<file path="src/sv/csgc_pkg.sv">
`timescale 1ns / 1ps
// shared widths, register indexes, channel and phase codes, control structs
// for the gated counter color classifier; no dependencies

package csgc_pkg;

    // field widths
    localparam int GATE_W     = 24;
    localparam int CNT_W      = 15;
    localparam int LVL_W      = 8;
    localparam int CLS_W      = 3;
    localparam int CFG_IDX_W  = 3;
    localparam int CFG_DATA_W = 24;

    // default saturation point of the edge counter
    localparam int COUNT_MAX_DEF = 30000;

    // divider sequencing: one quotient bit per step plus one clamp check
    localparam int STEP_W = $clog2(LVL_W + 1);

    // configuration register indexes
    localparam logic [CFG_IDX_W-1:0] REG_GATE_TICKS  = 3'd0;
    localparam logic [CFG_IDX_W-1:0] REG_BLACK_RED   = 3'd1;
    localparam logic [CFG_IDX_W-1:0] REG_BLACK_GREEN = 3'd2;
    localparam logic [CFG_IDX_W-1:0] REG_BLACK_BLUE  = 3'd3;
    localparam logic [CFG_IDX_W-1:0] REG_WHITE_RED   = 3'd4;
    localparam logic [CFG_IDX_W-1:0] REG_WHITE_GREEN = 3'd5;
    localparam logic [CFG_IDX_W-1:0] REG_WHITE_BLUE  = 3'd6;

    // normalization channel order
    localparam logic [1:0] CH_RED   = 2'd0;
    localparam logic [1:0] CH_GREEN = 2'd1;
    localparam logic [1:0] CH_BLUE  = 2'd2;

    // gate phases, in the order the gates run
    localparam logic [1:0] PH_RED   = 2'd0;
    localparam logic [1:0] PH_BLUE  = 2'd1;
    localparam logic [1:0] PH_GREEN = 2'd2;

    // color class codes
    localparam logic [CLS_W-1:0] CLS_BLACK   = 3'd0;
    localparam logic [CLS_W-1:0] CLS_WHITE   = 3'd1;
    localparam logic [CLS_W-1:0] CLS_YELLOW  = 3'd2;
    localparam logic [CLS_W-1:0] CLS_RED     = 3'd3;
    localparam logic [CLS_W-1:0] CLS_GREEN   = 3'd4;
    localparam logic [CLS_W-1:0] CLS_BLUE    = 3'd5;
    localparam logic [CLS_W-1:0] CLS_UNKNOWN = 3'd6;

    // commands from controller to datapath
    typedef struct packed {
        logic              accept;
        logic              div_setup;
        logic              div_step;
        logic              div_store;
        logic              class_load;
        logic [1:0]        chan;
        logic [STEP_W-1:0] step_idx;
    } cmd_t;

    // status from datapath to controller
    typedef struct packed {
        logic frame_close;
    } sts_t;

endpackage

</file>
<file path="src/sv/csgc_ctrl.sv">
`timescale 1ns / 1ps
// controller for the gated counter color classifier: handshakes and the
// normalization sequence; depends on csgc_pkg

module csgc_ctrl (
    input  logic             clk,
    input  logic             rst_n,
    input  logic             in_valid,
    output logic             in_ready,
    output logic             out_valid,
    input  logic             out_ready,
    input  csgc_pkg::sts_t   sts,
    output csgc_pkg::cmd_t   cmd
);
    import csgc_pkg::*;

    typedef enum logic [2:0] {
        S_IDLE,
        S_SETUP,
        S_STEP,
        S_STORE,
        S_CLASS
    } state_t;

    localparam logic [STEP_W-1:0] STEP_TOP = STEP_W'(LVL_W);

    state_t            state_reg, state_next;
    logic [1:0]        chan_reg, chan_next;
    logic [STEP_W-1:0] step_reg, step_next;
    logic              out_valid_reg, out_valid_next;

    assign out_valid = out_valid_reg;

    // next state and commands
    always_comb
    begin
        state_next     = state_reg;
        chan_next      = chan_reg;
        step_next      = step_reg;
        out_valid_next = out_valid_reg && !out_ready;
        in_ready       = 1'b0;
        cmd            = '0;
        cmd.chan       = chan_reg;
        cmd.step_idx   = step_reg;
        case (state_reg)
            S_IDLE:
            begin
                in_ready   = !out_valid_reg || out_ready;
                cmd.accept = in_valid && in_ready;
                if (cmd.accept)
                begin
                    if (sts.frame_close)
                    begin
                        chan_next  = CH_RED;
                        state_next = S_SETUP;
                    end
                    else
                    begin
                        out_valid_next = 1'b1;
                    end
                end
            end
            S_SETUP:
            begin
                cmd.div_setup = 1'b1;
                step_next     = STEP_TOP;
                state_next    = S_STEP;
            end
            S_STEP:
            begin
                cmd.div_step = 1'b1;
                if (step_reg == '0)
                begin
                    state_next = S_STORE;
                end
                else
                begin
                    step_next = step_reg - 1'b1;
                end
            end
            S_STORE:
            begin
                cmd.div_store = 1'b1;
                if (chan_reg == CH_BLUE)
                begin
                    state_next = S_CLASS;
                end
                else
                begin
                    chan_next  = chan_reg + 2'd1;
                    state_next = S_SETUP;
                end
            end
            S_CLASS:
            begin
                cmd.class_load = 1'b1;
                out_valid_next = 1'b1;
                state_next     = S_IDLE;
            end
            default:
            begin
                state_next = S_IDLE;
            end
        endcase
    end

    // state and registered outputs
    always_ff @(posedge clk or negedge rst_n)
    begin
        if (!rst_n)
        begin
            state_reg     <= S_IDLE;
            chan_reg      <= CH_RED;
            step_reg      <= '0;
            out_valid_reg <= 1'b0;
        end
        else
        begin
            state_reg     <= state_next;
            chan_reg      <= chan_next;
            step_reg      <= step_next;
            out_valid_reg <= out_valid_next;
        end
    end

endmodule

</file>
<file path="src/sv/csgc_dp.sv">
`timescale 1ns / 1ps
// datapath for the gated counter color classifier: config registers, gate
// and edge counters, restoring divider, classifier, result register; uses csgc_pkg

module csgc_dp #(
    parameter int COUNT_MAX = csgc_pkg::COUNT_MAX_DEF
) (
    input  logic                                clk,
    input  logic                                rst_n,
    input  csgc_pkg::cmd_t                      cmd,
    output csgc_pkg::sts_t                      sts,
    input  logic                                sensor_level,
    input  logic                                cfg_valid,
    input  logic [csgc_pkg::CFG_IDX_W-1:0]      cfg_index,
    input  logic [csgc_pkg::CFG_DATA_W-1:0]     cfg_data,
    output logic                                frame_done,
    output logic                                select_s2,
    output logic                                select_s3,
    output logic [csgc_pkg::CNT_W-1:0]          raw_red,
    output logic [csgc_pkg::CNT_W-1:0]          raw_green,
    output logic [csgc_pkg::CNT_W-1:0]          raw_blue,
    output logic [csgc_pkg::LVL_W-1:0]          level_red,
    output logic [csgc_pkg::LVL_W-1:0]          level_green,
    output logic [csgc_pkg::LVL_W-1:0]          level_blue,
    output logic [csgc_pkg::CLS_W-1:0]          color_class
);
    import csgc_pkg::*;

    localparam int EDGE_W = $clog2(COUNT_MAX + 1);
    localparam logic [EDGE_W-1:0] EDGE_LIMIT = EDGE_W'(COUNT_MAX);
    localparam int NUM_W  = CNT_W + LVL_W;
    localparam int QIDX_W = $clog2(LVL_W);
    localparam logic [STEP_W-1:0] STEP_TOP = STEP_W'(LVL_W);
    localparam logic [LVL_W-1:0] DARK_LIMIT   = LVL_W'(30);
    localparam logic [LVL_W-1:0] BRIGHT_LIMIT = LVL_W'(200);

    // color decision on normalized levels, ratio tests as cross products
    function automatic logic [CLS_W-1:0] classify(
        input logic [LVL_W-1:0] r,
        input logic [LVL_W-1:0] g,
        input logic [LVL_W-1:0] b
    );
        logic [LVL_W+1:0] sum;
        logic [LVL_W+2:0] r5;
        logic [LVL_W+2:0] g5;
        logic [LVL_W+2:0] sum2;
        sum  = {2'b00, r} + {2'b00, g} + {2'b00, b};
        r5   = ({3'b000, r} << 2) + {3'b000, r};
        g5   = ({3'b000, g} << 2) + {3'b000, g};
        sum2 = {sum, 1'b0};
        if (sum == '0)
            return CLS_BLACK;
        else if (r < DARK_LIMIT && g < DARK_LIMIT && b < DARK_LIMIT)
            return CLS_BLACK;
        else if (r > BRIGHT_LIMIT && g > BRIGHT_LIMIT && b > BRIGHT_LIMIT)
            return CLS_WHITE;
        else if (r5 > sum2 && g5 > sum2)
            return CLS_YELLOW;
        else if (r > g && r > b)
            return CLS_RED;
        else if (g > r && g > b)
            return CLS_GREEN;
        else if (b > r && b > g)
            return CLS_BLUE;
        else
            return CLS_UNKNOWN;
    endfunction

    // configuration registers
    logic [GATE_W-1:0] gate_ticks_reg;
    logic [CNT_W-1:0]  black_red_reg, black_green_reg, black_blue_reg;
    logic [CNT_W-1:0]  white_red_reg, white_green_reg, white_blue_reg;

    // counting state
    logic [1:0]        phase_reg, phase_next;
    logic [GATE_W-1:0] gate_reg;
    logic [EDGE_W-1:0] edge_reg;
    logic              prev_reg;
    logic [CNT_W-1:0]  held_red_reg, held_blue_reg, held_red_next, held_blue_next;

    // divider state
    logic [NUM_W-1:0]  rem_reg;
    logic [CNT_W-1:0]  den_reg;
    logic [LVL_W-1:0]  quo_reg;
    logic              clamp_reg;
    logic              zero_reg;

    // result register
    logic              frame_done_reg, select_s2_reg, select_s3_reg;
    logic [CNT_W-1:0]  raw_red_reg, raw_green_reg, raw_blue_reg;
    logic [LVL_W-1:0]  level_red_reg, level_green_reg, level_blue_reg;
    logic [CLS_W-1:0]  class_reg;

    logic [GATE_W-1:0] ticks;
    logic [GATE_W-1:0] gate_inc;
    logic              gate_close;
    logic [EDGE_W-1:0] edge_new;
    logic [CNT_W-1:0]  cnt;
    logic [CNT_W-1:0]  sel_val, sel_lo, sel_hi;
    logic [CNT_W-1:0]  diff;
    logic [NUM_W-1:0]  den_sh;
    logic              rem_ge;
    logic [LVL_W-1:0]  level_out;

    assign frame_done  = frame_done_reg;
    assign select_s2   = select_s2_reg;
    assign select_s3   = select_s3_reg;
    assign raw_red     = raw_red_reg;
    assign raw_green   = raw_green_reg;
    assign raw_blue    = raw_blue_reg;
    assign level_red   = level_red_reg;
    assign level_green = level_green_reg;
    assign level_blue  = level_blue_reg;
    assign color_class = class_reg;

    // gate window and saturating edge count
    assign ticks      = (gate_ticks_reg == '0) ? GATE_W'(1) : gate_ticks_reg;
    assign gate_inc   = gate_reg + 1'b1;
    assign gate_close = gate_inc >= ticks;
    assign edge_new   = (sensor_level && !prev_reg && edge_reg < EDGE_LIMIT)
                        ? edge_reg + 1'b1 : edge_reg;
    assign cnt        = CNT_W'(edge_new);

    assign sts.frame_close = gate_close && (phase_reg == PH_GREEN);

    // phase advance at a gate close, spare phase code runs as red
    always_comb
    begin
        phase_next     = phase_reg;
        held_red_next  = held_red_reg;
        held_blue_next = held_blue_reg;
        if (gate_close)
        begin
            case (phase_reg)
                PH_BLUE:
                begin
                    held_blue_next = cnt;
                    phase_next     = PH_GREEN;
                end
                PH_GREEN:
                begin
                    phase_next = PH_RED;
                end
                default:
                begin
                    held_red_next = cnt;
                    phase_next    = PH_BLUE;
                end
            endcase
        end
    end

    // channel select for normalization
    always_comb
    begin
        case (cmd.chan)
            CH_GREEN:
            begin
                sel_val = raw_green_reg;
                sel_lo  = black_green_reg;
                sel_hi  = white_green_reg;
            end
            CH_BLUE:
            begin
                sel_val = raw_blue_reg;
                sel_lo  = black_blue_reg;
                sel_hi  = white_blue_reg;
            end
            default:
            begin
                sel_val = raw_red_reg;
                sel_lo  = black_red_reg;
                sel_hi  = white_red_reg;
            end
        endcase
    end

    // divider step compare and final level
    assign diff      = sel_val - sel_lo;
    assign den_sh    = {{LVL_W{1'b0}}, den_reg} << cmd.step_idx;
    assign rem_ge    = rem_reg >= den_sh;
    assign level_out = zero_reg ? '0 : (clamp_reg ? '1 : quo_reg);

    // configuration writes
    always_ff @(posedge clk or negedge rst_n)
    begin
        if (!rst_n)
        begin
            gate_ticks_reg  <= GATE_W'(1000000);
            black_red_reg   <= '0;
            black_green_reg <= '0;
            black_blue_reg  <= '0;
            white_red_reg   <= CNT_W'(1);
            white_green_reg <= CNT_W'(1);
            white_blue_reg  <= CNT_W'(1);
        end
        else if (cfg_valid)
        begin
            case (cfg_index)
                REG_GATE_TICKS:  gate_ticks_reg  <= cfg_data[GATE_W-1:0];
                REG_BLACK_RED:   black_red_reg   <= cfg_data[CNT_W-1:0];
                REG_BLACK_GREEN: black_green_reg <= cfg_data[CNT_W-1:0];
                REG_BLACK_BLUE:  black_blue_reg  <= cfg_data[CNT_W-1:0];
                REG_WHITE_RED:   white_red_reg   <= cfg_data[CNT_W-1:0];
                REG_WHITE_GREEN: white_green_reg <= cfg_data[CNT_W-1:0];
                REG_WHITE_BLUE:  white_blue_reg  <= cfg_data[CNT_W-1:0];
                default:
                begin
                end
            endcase
        end
    end

    // counting state, advanced once per accepted item
    always_ff @(posedge clk or negedge rst_n)
    begin
        if (!rst_n)
        begin
            phase_reg     <= PH_RED;
            gate_reg      <= '0;
            edge_reg      <= '0;
            prev_reg      <= 1'b0;
            held_red_reg  <= '0;
            held_blue_reg <= '0;
        end
        else if (cmd.accept)
        begin
            prev_reg      <= sensor_level;
            phase_reg     <= phase_next;
            held_red_reg  <= held_red_next;
            held_blue_reg <= held_blue_next;
            if (gate_close)
            begin
                gate_reg <= '0;
                edge_reg <= '0;
            end
            else
            begin
                gate_reg <= gate_inc;
                edge_reg <= edge_new;
            end
        end
    end

    // restoring divider, one quotient bit per step, top step checks the clamp
    always_ff @(posedge clk)
    begin
        if (cmd.div_setup)
        begin
            zero_reg  <= (sel_hi <= sel_lo) || (sel_val <= sel_lo);
            rem_reg   <= {diff, {LVL_W{1'b0}}} - NUM_W'(diff);
            den_reg   <= sel_hi - sel_lo;
            quo_reg   <= '0;
            clamp_reg <= 1'b0;
        end
        else if (cmd.div_step)
        begin
            if (cmd.step_idx == STEP_TOP)
            begin
                clamp_reg <= rem_ge;
            end
            else if (rem_ge)
            begin
                rem_reg                              <= rem_reg - den_sh;
                quo_reg[cmd.step_idx[QIDX_W-1:0]] <= 1'b1;
            end
        end
    end

    // result register
    always_ff @(posedge clk)
    begin
        if (cmd.accept)
        begin
            select_s2_reg   <= (phase_next == PH_GREEN);
            select_s3_reg   <= (phase_next == PH_BLUE) || (phase_next == PH_GREEN);
            level_red_reg   <= '0;
            level_green_reg <= '0;
            level_blue_reg  <= '0;
            class_reg       <= CLS_BLACK;
            if (sts.frame_close)
            begin
                frame_done_reg <= 1'b1;
                raw_red_reg    <= held_red_reg;
                raw_green_reg  <= cnt;
                raw_blue_reg   <= held_blue_reg;
            end
            else
            begin
                frame_done_reg <= 1'b0;
                raw_red_reg    <= '0;
                raw_green_reg  <= '0;
                raw_blue_reg   <= '0;
            end
        end
        else if (cmd.div_store)
        begin
            case (cmd.chan)
                CH_GREEN: level_green_reg <= level_out;
                CH_BLUE:  level_blue_reg  <= level_out;
                default:  level_red_reg   <= level_out;
            endcase
        end
        else if (cmd.class_load)
        begin
            class_reg <= classify(level_red_reg, level_green_reg, level_blue_reg);
        end
    end

endmodule

</file>
<file path="src/sv/color_sensor_gated_counter_classifier_top.sv">
`timescale 1ns / 1ps
// Gated edge counter and color classifier for a light-to-frequency sensor. One sensor
// sample is taken per item and one result item is returned per sample; the block
// accepts a new sample every cycle while results are taken and no frame is being
// normalized. For the sample that closes the green gate, the three counts are
// normalized one after another on a shared restoring divider that produces one quotient
// bit per step (setup, nine steps with the top one a clamp check, and a store per
// color), then a classify state loads the class. Config writes are always accepted and
// must be made while no sample is in flight.

module color_sensor_gated_counter_classifier_top #(
    parameter int COUNT_MAX = csgc_pkg::COUNT_MAX_DEF
) (
    input  logic                                clk,
    input  logic                                rst_n,
    input  logic                                in_valid,
    output logic                                in_ready,
    input  logic                                sensor_level,
    output logic                                out_valid,
    input  logic                                out_ready,
    output logic                                frame_done,
    output logic                                select_s2,
    output logic                                select_s3,
    output logic [csgc_pkg::CNT_W-1:0]          raw_red,
    output logic [csgc_pkg::CNT_W-1:0]          raw_green,
    output logic [csgc_pkg::CNT_W-1:0]          raw_blue,
    output logic [csgc_pkg::LVL_W-1:0]          level_red,
    output logic [csgc_pkg::LVL_W-1:0]          level_green,
    output logic [csgc_pkg::LVL_W-1:0]          level_blue,
    output logic [csgc_pkg::CLS_W-1:0]          color_class,
    input  logic                                cfg_valid,
    output logic                                cfg_ready,
    input  logic [csgc_pkg::CFG_IDX_W-1:0]      cfg_index,
    input  logic [csgc_pkg::CFG_DATA_W-1:0]     cfg_data
);
    import csgc_pkg::*;

    cmd_t cmd;
    sts_t sts;

    // register writes never stall
    assign cfg_ready = 1'b1;

    // sequencing and handshakes
    csgc_ctrl u_ctrl (
        .clk       (clk),
        .rst_n     (rst_n),
        .in_valid  (in_valid),
        .in_ready  (in_ready),
        .out_valid (out_valid),
        .out_ready (out_ready),
        .sts       (sts),
        .cmd       (cmd)
    );

    // counters, divider, classifier and result register
    csgc_dp #(
        .COUNT_MAX (COUNT_MAX)
    ) u_dp (
        .clk          (clk),
        .rst_n        (rst_n),
        .cmd          (cmd),
        .sts          (sts),
        .sensor_level (sensor_level),
        .cfg_valid    (cfg_valid && cfg_ready),
        .cfg_index    (cfg_index),
        .cfg_data     (cfg_data),
        .frame_done   (frame_done),
        .select_s2    (select_s2),
        .select_s3    (select_s3),
        .raw_red      (raw_red),
        .raw_green    (raw_green),
        .raw_blue     (raw_blue),
        .level_red    (level_red),
        .level_green  (level_green),
        .level_blue   (level_blue),
        .color_class  (color_class)
    );

endmodule

</file>
<file path="config.mk">
export PLATFORM = sky130hd
export DESIGN_NAME = color_sensor_gated_counter_classifier_top
export DESIGN_NICKNAME = d
export VERILOG_FILES = /design/src/sv/csgc_pkg.sv /design/src/sv/csgc_ctrl.sv /design/src/sv/csgc_dp.sv /design/src/sv/color_sensor_gated_counter_classifier_top.sv
export SDC_FILE = /design/constraint.sdc
export NUM_CORES = 1
export LEC_CHECK = 0
export ABC_AREA = 0
export BUFFER_PORTS_ARGS = -buffer_cell sky130_fd_sc_hd__buf_2
export CAP_MARGIN = 20
export CORE_UTILIZATION = 35
export CTS_CLUSTER_SIZE = 8
export DETAILED_ROUTE_END_ITERATION = 8
export MAX_ROUTING_LAYER = met4
export PLACE_DENSITY_LB_ADDON = 0.2
export SLEW_MARGIN = 20
export SYNTH_ARGS = -nofsm -noshare
export SYNTH_HDL_FRONTEND = slang
export SYNTH_HIERARCHICAL = 1
export SYNTH_SLANG_ARGS = --single-unit
</file>
<file path="constraint.sdc">
create_clock -name clk -period 6.33 [get_ports clk]
set_input_delay 0 -clock clk [delete_from_list [all_inputs] [get_ports clk]]
set_output_delay 0 -clock clk [all_outputs]
set_load 0.005 [all_outputs]
</file>
; Word level (Yosys, flattened, before mapping)
; Cells that the tools add are included.
[op_classes]
add_sub_neg = 12
magnitude_cmp = 21
n_eq_ne = 23
shift = 1
mux = 45
bitwise_logic = 5
n_reduce_logical = 50
[ops]
columns = cell, n
row1 = $mux 23, 4
row2 = $pmux 15 s2, 3
row3 = $gt 8x8->1, 6
row4 = $mux 24, 2
row5 = $le 15x15->1, 2
row6 = $mux 15, 2
row7 = $mux 3, 10
row8 = $sub 15x15->15, 2
row9 = $reduce_and 2->1, 13
row10 = $add 24x1->24 const B, 1
row11 = $ge 24x24->1, 1
row12 = $gt 8x8->1 const B, 3
row13 = $logic_not 24->1, 1
row14 = $lt 8x5->1 const B, 3
row15 = $ge 23x23->1, 1
row16 = $shl 15x4->23, 1
row17 = $sub 23x15->23, 1
row18 = $sub 23x23->23, 1
row19 = $add 10x8->11, 2
row20 = $gt 11x11->1, 2
row21 = $mux 8, 2
row22 = $add 15x1->15 const B, 1
row23 = $lt 15x15->1 const B, 1
row24 = $reduce_and 3->1, 5
row25 = other kinds (33), 87
[totals]
ff_bits = 319
input_bits = 33
output_inout_bits = 78
wordCells = 189

; Logic depth before layout (Yosys ltp)
; Gate-level depths: netlist (run 1).
[logic_depth]
word_depth = 9
mapped_depth = 30
mapped_depth_nobuf = 23

; By module
; Netlist (run 1), hierarchy kept.
[by_module_without_submodules]
columns = mod, n_inst, cells_per_inst, area_per_inst_um2
row1 = csgc_dp, 1, 2049, 20138.1
row2 = csgc_ctrl, 1, 62, 578.1
row3 = color_sensor_gated_counter_classifier_top, 1, 2, 11.3

; Least setup slack after synthesis (run 1)
; OpenSTA, ideal clock, no wires.
[synth_timing]
path_type = register to register
from = reg u_ctrl.chan_reg[0]
to = reg u_dp.rem_reg[21] (data pin)
arrival_ps = 6120
required_ps = 6059
setup_slack_ps = -61
stages_incl_launch_ff = 27
cell_sequence = dfrtp_1 > inv_1 > ha_1 > buf_6 > buf_6 > clkbuf_1 > clkbuf_1 > clkbuf_1 > clkbuf_1 > o21ai_0 > ha_1 > fa_1 > nor4_1 > o311ai_4 > a21oi_1 > nor2b_1 > maj3_1 > a21oi_1 > xnor2_1 > ha_1 > inv_1 > or4_4 > a21oi_2 > a22oi_2 > o311ai_2 > xnor2_1 > mux2i_1
[synth_via]
elab_chain_cells = 5
elab_cells_between_ends = 7
cone_classes = add/sub: 2 / eq/ne: 2 / mux: 3
[synth_lines]
columns = item, line_no
row1 = "start, declared", csgc_ctrl.sv:28  ; logic [1:0] chan_reg, chan_next;
row2 = "start signal, assigned", csgc_ctrl.sv:120  ; chan_reg <= chan_next;
row3 = $eq 2x2->1 or $eq 2x1->1 (tied branches), csgc_dp.sv:156  ; case (cmd.chan)
row4 = $pmux 15 s2, csgc_dp.sv:156
row5 = $sub 15x15->15 *, csgc_dp.sv:179  ; assign diff = sel_val - sel_lo;
row6 = $sub 23x15->23 *, csgc_dp.sv:251  ; rem_reg <= {diff, {LVL_W{1'b0}}} - NUM_W'(diff);
row7 = $mux 23 *, csgc_dp.sv:248  ; if (cmd.div_setup)
row8 = "end signal, assigned", csgc_dp.sv:251
row9 = "end signal, assigned", csgc_dp.sv:264  ; rem_reg <= rem_reg - den_sh;
row10 = "end, declared", csgc_dp.sv:82  ; logic [NUM_W-1:0] rem_reg;
; Mark *: on every way between the ends. The rest lies on a longest branch, timed or not.
; A chain may end at the register's enable or synchronous reset.

; Final worst setup path (run 1)
; Same ends and word-level chain as after synthesis.

==> results of run 1 <==
-- stage by stage --
step	util	worst slack [ns]	hold WS (ns)	power [mW]
after CTS	0.4092	0.6251	0.01589	6.546
after global placement	0.3800	0.8202	0.1498	4.069
after global routing	0.4097	0.1892	0.04620	6.827
after floorplan	-	0.02587	-0.2956	3.629
after detailed placement	0.3800	0.6422	0.1516	4.092
final	0.4097	0.5998	0.05469	6.477
-- critical path, delay by kind of cell (launching register included) --
family,cells,cell delay [ns]
AO/OA/AOI/OAI,7,1.63
XOR/XNOR,2,0.27
adder cells (fa/ha/maj),4,1.59
buffers and inverters,3,0.18
flip-flops,1,0.41
multiplexers,1,0.09
AND/OR/NAND/NOR,4,1.26
-- final cells by class --
| type | count | area (um2) |
|---|---|---|
| Clock buffer | 80 | 1351 |
| Sequential cell | 319 | 8250 |
| Antenna cell | 3 | 7.507 |
| Clock inverter | 5 | 67.56 |
| Tap cell | 765 | 957.2 |
| Timing Repair Buffer | 164 | 1042 |
| Inverter | 104 | 390.4 |
| Multi-Input combinational cell | 1599 | 11750 |
| Fill cell | 5708 | 34320 |
-- cell usage in the layout (no fill, tap or decap), types with 25 or more instances in the layout --
cell type	synthesis	final
edfxtp_1	87	87
dfxtp_1	36	36
buf_2	2	109
clkbuf_1	77	29
dfrtp_1	186	186
inv_1	101	100
ha_1	144	142
nand4_1	33	33
xnor2_1	75	75
nor2b_1	36	36
nand2b_1	29	29
xor2_1	42	42
clkbuf_16	0	48
mux2i_1	31	31
nor2_1	167	167
nand3_1	32	32
a21o_1	36	36
a21oi_1	113	113
dlygate4sd3_1	0	28
mux2_2	128	128
buf_4	2	25
and2_1	61	61
nand2_1	167	167
o21ai_0	119	119
-- per-layer routing --
| layer | track usage | vias to the layer above | part of all wire |
|---|---|---|---|
| met4 | 0.04366 | 0 | 0.016 |
| met2 | 0.3272 | 278 | 0.48 |
| met1 | 0.2666 | 7995 | 0.47 |
| met5 | - | - | 0 |
| met3 | 0.02914 | 70 | 0.034 |
| li1 | - | 7892 | - |
-- kinds of logic after synthesis --
group / count (synthesis) / share of synthesized area
multiplexers: 163 / 0.08849
other: 1 / 0.0001809
flip-flops: 319 / 0.3980
buffers and inverters: 195 / 0.03761
AO/OA/AOI/OAI: 515 / 0.1701
adder cells (fa/ha/maj): 163 / 0.1024
XOR/XNOR: 118 / 0.05052
AND/OR/NAND/NOR: 639 / 0.1526
-- power groups by stage --
stage,logic (mW),registers [mW],clock network (mW)
2_1_floorplan,1.16,2.47,0
3_3_place_gp,1.55,2.51,0
3_5_place_dp,1.57,2.52,0
4_1_cts,1.60,2.48,2.46
5_1_grt,1.76,2.51,2.55
6_report,1.59,2.49,2.40
-- final timing paths --
path,startpoint,endpoint,slack (ns),cells past startpoint
setup reg to reg,u_ctrl/chan_reg[0],u_dp/rem_reg[21],0.60,21
setup / recovery,u_ctrl/chan_reg[0],u_dp/rem_reg[21],0.60,21
hold reg to reg,u_dp/color_class[1],u_dp/color_class[1],0.46,2
hold / removal,cfg_index[0],u_dp/black_green_reg[3],0.05,3
max in group asynchronous,rst_n,u_dp/white_blue_reg[14],4.87,3
min in group asynchronous,rst_n,u_dp/held_blue_reg[7],0.06,2
-- timing repair --
item                                   in CTS  in global routing
hold buffers                               28                  0
endpoints found under the hold margin     209                  0
gates resized for setup                     0                  0
==> results.toml, run 1 <==
[pwr]
switching_share = 0.3094
power_frac_clock = 0.370
p_int_mw = 4.474
power_frac_seq = 0.384
comb_power_share = 0.246
power.density_mw_per_mm2 = 271.9
max-vdd-ir-drop_mv = 0.1789
total_leakage_power_nw = 10.27
p_sw_mw = 2.004

[cells_and_area]
syn_to_final_growth_pct = 14.92
finalInstanceArea_mm2 = 0.02382
layout.cells.non_filler = 3039
finalNetCount = 2425
final_layout_size_suffix_gt1_frac = 0.1695

[worst_setup_path]
critical_path.max_fanout = 27
max_stage_delay_ns = 0.56
cp_cell_sequence = "inv_1, ha_2, a221oi_1, or2_2, inv_1, fa_1, nor4_2, o311ai_4, a21oi_1, nor2b_1, maj3_1, a21oi_1, xnor2_1, ha_1, inv_1, or4_4, a21oi_2, a22oi_2, o311ai_2, xnor2_1, mux2i_1"
worstPathRequired_ns = 6.64
cp-end-kind = "flip-flop"
critPathLaunchType = "flip-flop"
cpMaxStageDelayCell = "fa_1"
worstPathArrival_ns = 6.04
crit_type = "reg2reg"
cpMostUsedCell = "inv_1"

[routing]
finalWirelength_um = 58880
vias = 16235
via_per_inst = 5.342
first_iter_violations = 847
firstDrtPassIters = 7
wire_per_inst_um = 19.37
drc = 0
ant_nets = 0

[sta]
period_minus_slack_ns = 5.730
grt_setup_unrepaired = "no"
setup_violations = 0
setup_tns_ns = 0
tightest_slew_ns = 1.061
period_share = 0.9052
slew_viol_final = 0
hold_viol = 0
finalClockSkew_ns = 0.03181
slew_headroom = 0.2920
fmax_mhz = 174.5

[synthesis]
synthCells = 2113
yosysWarnings = 6
synth-main-ff-cell = "dfrtp_1"
synth_top_area_cell = "dfrtp_1"
netlist.area_leader.share = 0.2246
synth.most_common_cell = "dfrtp_1"
yosys-top-cells-area = "dfrtp_1, edfxtp_1, ha_1"
synth_cell_types = 97
ys_ff_latch = 319
synthTopCellsByCount = "dfrtp_1, nand2_1, nor2_1"
synth_enable_flop_cells = 87
syn_avg_cell_area_um2 = 9.809
netlist_area_mm2 = 0.02073
yosysSeqAreaShare = 0.3980
synth_fp_nets = 2303
ys_async_sr_fraction = 0.6144

[hold_path]
hp-class = "in2reg"

[clock_network]
worstSkewPairLatency_ns = 0.59
cts_sinks = 319
clk_pin_slew_ns = 0.05
clockBufferDepth = 3
cts_tree = "built"
root_buffer = "clkbuf_16"
ctsHtreeMaxLevel = 2
cts_setup_buffers = 0
numCtsBuffers = 47

[global_route]
grt_pass1_wl_um = 93250
grt_max_degree = 93
grt_usage = 0.2018
first_global_vias = 16190
overflow = 0
grt_antenna_before_repair = 3

[placement]
placed_cell_area_mm2 = 0.02209
portBuffers = 109
placed_cells = 2921
gp_congestion = 0.8899
hpwl_um = 43200

[floorplan]
die_width_um = 245.4
die_area_mm2 = 0.06020
core_area_mm2 = 0.05814
ios = 111
fp-row-count = 88
start_util = 0.3565
fp.dieH_um = 245.4

[flow_run]
maxCapViolCount = 0

[outcome]
status = "complete, no violations"
Note: power is estimated with default switching activity, not from simulation.
==> run 2: changes to the inputs <==
--- a/config.mk
+++ b/config.mk
@@ -7,7 +7,8 @@
 export LEC_CHECK = 0
 export ABC_AREA = 0
 export BUFFER_PORTS_ARGS = -buffer_cell sky130_fd_sc_hd__buf_2
-export CAP_MARGIN = 20
+export CAP_MARGIN = 15
+export CORE_MARGIN = 3
 export CORE_UTILIZATION = 35
 export CTS_CLUSTER_SIZE = 8
 export DETAILED_ROUTE_END_ITERATION = 8
==> results.toml, run 2 (synthesis gave the netlist of run 1 again) <==
[sta]
whs_ns = 0.003553
hold_viol = 0
period_share = 0.8903
grt_setup_unrepaired = "no"
finalClockSkew_ns = 0.02507
tightest_slew_ns = 1.070
setup_violations = 0
fmax_mhz = 177.4
slew_viol_final = 0
period_minus_slack_ns = 5.636
slew_headroom = 0.2828
setup_slack_ns = 0.6942
setup_tns_ns = 0

[cells_and_area]
layout.cells.non_filler = 3041
syn_to_final_growth_pct = 14.72
layout_common_cells = "dfrtp_1, nor2_1, nand2_1"
final_layout_size_suffix_gt1_frac = 0.1672
regArea_mm2 = 0.008250
layout_commonest_cell = "dfrtp_1"
multi_input_area_mm2 = 0.01174
fillers = 5824
finalInstanceArea_mm2 = 0.02378
finalNetCount = 2425

[routing]
drc = 0
finalWirelength_um = 58820
wire_per_inst_um = 19.34
routedLengthMet1_um = 27250
firstDrtPassIters = 5
ant_nets = 0
wl_met2_um = 28400
highest_layer = "met4"
vias = 16290
wl_met3_um = 2063
via_per_inst = 5.357
first_iter_violations = 1101

[worst_setup_path]
crit_start = "u_ctrl/chan_reg[0]"
reg2reg_depth = 21
critical_path.max_fanout = 17
rrSetupSlack_ns = 0.69
crit_type = "reg2reg"
r2r-start = "u_ctrl/chan_reg[0]"
cp-end-kind = "flip-flop"
worstPathArrival_ns = 5.96
worstPathRequired_ns = 6.66
critPathLaunchType = "flip-flop"
worstReg2RegEnd = "u_dp/rem_reg[15]"

[floorplan]
core_area_mm2 = 0.05814
die_width_um = 249.4
start_util = 0.3565
fp.dieH_um = 249.4
ios = 111
die_area_mm2 = 0.06218
fp-row-count = 88

[clock_network]
clk_pin_slew_ns = 0.05
worstSkewPairLatency_ns = 0.59
cts_sinks = 319
ctsHtreeMaxLevel = 2
numCtsBuffers = 46
cts_tree = "built"
root_buffer = "clkbuf_16"
clockBufferDepth = 3
cts.repair.resized = 0

[pwr]
total_leakage_power_nw = 10.25
max-vdd-ir-drop_mv = 0.1815
power.density_mw_per_mm2 = 271.7

[outcome]
status = "complete, no violations"

[global_route]
grt_antenna_before_repair = 3
grt_max_degree = 79
grt_pass1_wl_um = 93830
overflow = 0
grt_usage = 0.1911
first_global_vias = 16422

[placement]
hpwl_um = 43040
post-place-ws_ns = 0.7525
gp_congestion = 0.8766
placed_cell_area_mm2 = 0.02209
portBuffers = 109
placed_cells = 2923

[hold_path]
hp-class = "in2async"

[flow_run]
maxCapViolCount = 0
-- run 2: cell types whose count changed in the layout (fill, tap and decap cells not counted), moves of 2 or more --
| cell | previous run | this run |
|---|---|---|
| buf_4 | 25 | 27 |
| clkbuf_1 | 29 | 35 |
| clkbuf_16 | 48 | 46 |
| clkbuf_8 | 4 | 2 |
| clkinv_2 | 2 | 0 |
-- run 2: area by class of cell --
type / count / area share
clock buffers: 82 / 0.05451
diodes: 3 / 0.0003157
repair buffers: 165 / 0.04404
multi-input cells: 1599 / 0.4937
well taps: 765 / 0.04025
clock inverters: 4 / 0.003736
flip-flops and latches: 319 / 0.3470
inverters: 104 / 0.01642
-- run 2: metal layers --
metal / global-route usage / up-vias
li1: - / 7917
met1: 0.2479 / 7999
met2: 0.3190 / 296
met3: 0.02286 / 78
met4: 0.04675 / 0
met5: - / -
-- run 2: where the power goes --
part / internal (mW) / switching, mW / total, mW
Clock: 1.43 / 0.952 / 2.38
Sequential: 2.34 / 0.136 / 2.48
Combinational: 0.682 / 0.921 / 1.60
Total: 4.45 / 2.01 / 6.46
-- run 2: worst max path at each step --
stage                             to  slack, ns  cells after the start
CTS                 u_dp/rem_reg[21]       0.76                     21
global placement    u_dp/rem_reg[15]       0.81                     22
floorplan           u_dp/rem_reg[21]       0.03                     26
detailed placement  u_dp/rem_reg[21]       0.75                     21
finish              u_dp/rem_reg[15]       0.69                     21
global route        u_dp/rem_reg[22]       0.32                     23
-- run 2: worst max-delay path, cell delays in order, from the launching register on --
cell and delay [ns]:
dfrtp_1 0.40, inv_1 0.06, ha_2 0.31, a221oi_1 0.50, or2_2 0.21, inv_1 0.05, fa_1 0.55, nor4_2 0.39
o311ai_4 0.14, a21oi_1 0.16, nor2b_1 0.10, maj3_1 0.35, a21oi_1 0.18, xnor2_1 0.12, ha_1 0.33, inv_1 0.06
or4_4 0.54, a21oi_2 0.18, a22oi_2 0.14, a21boi_2 0.30, nor3b_1 0.23, nor3_1 0.08
-- run 2: repair_timing --
item,in CTS,in global routing
buffers inserted,0,0
hold buffers,29,0
hold endpoints to repair,195,0
-- run 2: metrics by stage --
step | util | power, mW
5_1_grt | 0.4090 | 6.807
4_1_cts | 0.4089 | 6.527
3_3_place_gp | 0.3801 | 4.072
3_5_place_dp | 0.3801 | 4.089
6_report | 0.4090 | 6.460
2_1_floorplan | - | 3.629
==> run 3: changes to the inputs <==
--- a/config.mk
+++ b/config.mk
@@ -9,7 +9,7 @@
 export BUFFER_PORTS_ARGS = -buffer_cell sky130_fd_sc_hd__buf_2
 export CAP_MARGIN = 15
 export CORE_MARGIN = 3
-export CORE_UTILIZATION = 35
+export CORE_UTILIZATION = 51
 export CTS_CLUSTER_SIZE = 8
 export DETAILED_ROUTE_END_ITERATION = 8
 export MAX_ROUTING_LAYER = met4
==> results.toml, run 3 (synthesis gave the netlist of run 1 again) <==
[flow_run]
maxCapViolCount = 0

[sta]
tightest_slew_ns = 1.114
period_minus_slack_ns = 5.668
setup_violations = 0
finalClockSkew_ns = 0.01316
slew_headroom = 0.2534
period_share = 0.8955
fmax_mhz = 176.4
slew_viol_final = 0
hold_viol = 0
grt_setup_unrepaired = "no"
setup_tns_ns = 0
whs_ns = 0.05737

[clock_network]
cts_sinks = 319
clockBufferDepth = 3
ctsHtreeMaxLevel = 2
clk_pin_slew_ns = 0.05
worstSkewPairLatency_ns = 0.57
cts_tree = "built"
root_buffer = "clkbuf_16"
numCtsBuffers = 46

[hold_path]
hp-class = "in2reg"
whs_endpoint = "u_dp/black_green_reg[5]"
min_path_cells = 3
min_from = "cfg_index[0]"

[pwr]
power.density_mw_per_mm2 = 272.7
total_leakage_power_nw = 10.24
max-vdd-ir-drop_mv = 0.2559

[floorplan]
ios = 111
fp-row-count = 73
start_util = 0.5193
fp.dieH_um = 207.6
core_area_mm2 = 0.03991
die_width_um = 207.6
die_area_mm2 = 0.04310

[cells_and_area]
syn_to_final_growth_pct = 13.21
layout.cells.non_filler = 2794
finalNetCount = 2423
fillers = 3402
final_layout_size_suffix_gt1_frac = 0.1672
layout_commonest_cell = "dfrtp_1"
final_core_util = 0.5879
finalInstanceArea_mm2 = 0.02347
layout_common_cells = "dfrtp_1, nor2_1, nand2_1"

[global_route]
met1_usage = 0.3502
top_usage_layer = "met2"
grt_pass1_wl_um = 88500
grt_max_degree = 124
met3_usage = 0.03642
overflow = 0
met2_usage = 0.4017
grt_antenna_before_repair = 2
first_global_vias = 16167
grt_usage = 0.2589

[placement]
portBuffers = 109
gp_congestion = 0.9585
placed_cell_area_mm2 = 0.02177
placed_cells = 2680
hpwl_um = 40210

[routing]
drc = 0
first_iter_violations = 1110
ant_nets = 0
wire_per_inst_um = 19.75
vias = 16356
firstDrtPassIters = 6
via_per_inst = 5.854
finalWirelength_um = 55180

[worst_setup_path]
reg2reg_depth = 22
worstPathRequired_ns = 6.62
rrSetupSlack_ns = 0.66
r2r-start = "u_ctrl/chan_reg[0]"
worstReg2RegEnd = "u_dp/rem_reg[22]"
critPathLaunchType = "flip-flop"
critical_path.max_fanout = 21
worstPathArrival_ns = 5.96
crit_type = "reg2reg"
cp-end-kind = "flip-flop"

[outcome]
status = "complete, no violations"
## run 3: changes by cell type in the layout (fill, tap and decap cells not counted), sizes merged
cell    before  now
clkbuf      83   80
buf        135  133
bufinv       1    0
clkinv       2    3
diode        3    2
inv        105  104
## run 3: final cells by class
| type | count | area (um2) | share of cell area |
|---|---|---|---|
| antenna | 2 | 5.005 | 0.0002133 |
| clock buffer | 79 | 1316 | 0.05609 |
| inverter | 104 | 390.4 | 0.01664 |
| multi-input combinational | 1599 | 11740 | 0.5003 |
| tap | 525 | 656.9 | 0.02799 |
| timing repair buffer | 163 | 1052 | 0.04484 |
| clock inverter | 3 | 55.05 | 0.002346 |
| sequential | 319 | 8250 | 0.3516 |
## run 3: worst max path at each step
| stage | start | to | cells past startpoint |
|---|---|---|---|
| global route | u_ctrl/chan_reg[0] | u_dp/rem_reg[22] | 22 |
| floorplan | u_ctrl/chan_reg[0] | u_dp/rem_reg[21] | 26 |
| detailed placement | u_ctrl/chan_reg[0] | u_dp/rem_reg[22] | 22 |
| CTS | u_ctrl/chan_reg[0] | u_dp/rem_reg[22] | 22 |
| global placement | u_ctrl/chan_reg[0] | u_dp/rem_reg[15] | 21 |
| finish | u_ctrl/chan_reg[0] | u_dp/rem_reg[22] | 22 |
## run 3: metal layers
metal / vias up / part of all wire
li1: 7907 / -
met1: 7924 / 0.46
met2: 422 / 0.46
met3: 103 / 0.051
met4: 0 / 0.033
met5: - / 0
## run 3: through the flow
stage / power, mW / worst slack, ns
after floorplan: 3.629 / 0.02587
after detailed placement: 4.062 / 0.7134
after CTS: 6.435 / 0.6943
final: 6.399 / 0.6615
after global placement: 4.037 / 0.8524
after global routing: 6.718 / 0.2303
## run 3: timing repair
item	in CTS	in global routing
hold endpoints to repair	232	26
setup buffers	0	0
hold buffers	28	1
gates resized for setup	0	0
## run 3: critical path: stages (launching register included)
cell and delay (ns):
dfrtp_1 0.42, inv_1 0.07, ha_2 0.41, a221oi_1 0.38
or2_2 0.20, inv_1 0.05, fa_1 0.54, nor4_2 0.39
o311ai_4 0.15, a21oi_1 0.17, nor2b_1 0.10, maj3_1 0.36
a21oi_1 0.19, xnor2_1 0.12, ha_1 0.33, inv_1 0.07
nor4_1 0.29, o22ai_1 0.22, o2111ai_2 0.28, nand2_2 0.11
o311ai_1 0.28, xnor2_1 0.16, mux2i_1 0.09
## run 3: power breakdown
group / switching (mW) / internal (mW) / total [mW] / leakage [nW]
Sequential: 0.140 / 2.34 / 2.48 / 3.60
Combinational: 0.904 / 0.684 / 1.59 / 5.99
Clock: 0.919 / 1.41 / 2.33 / 0.654
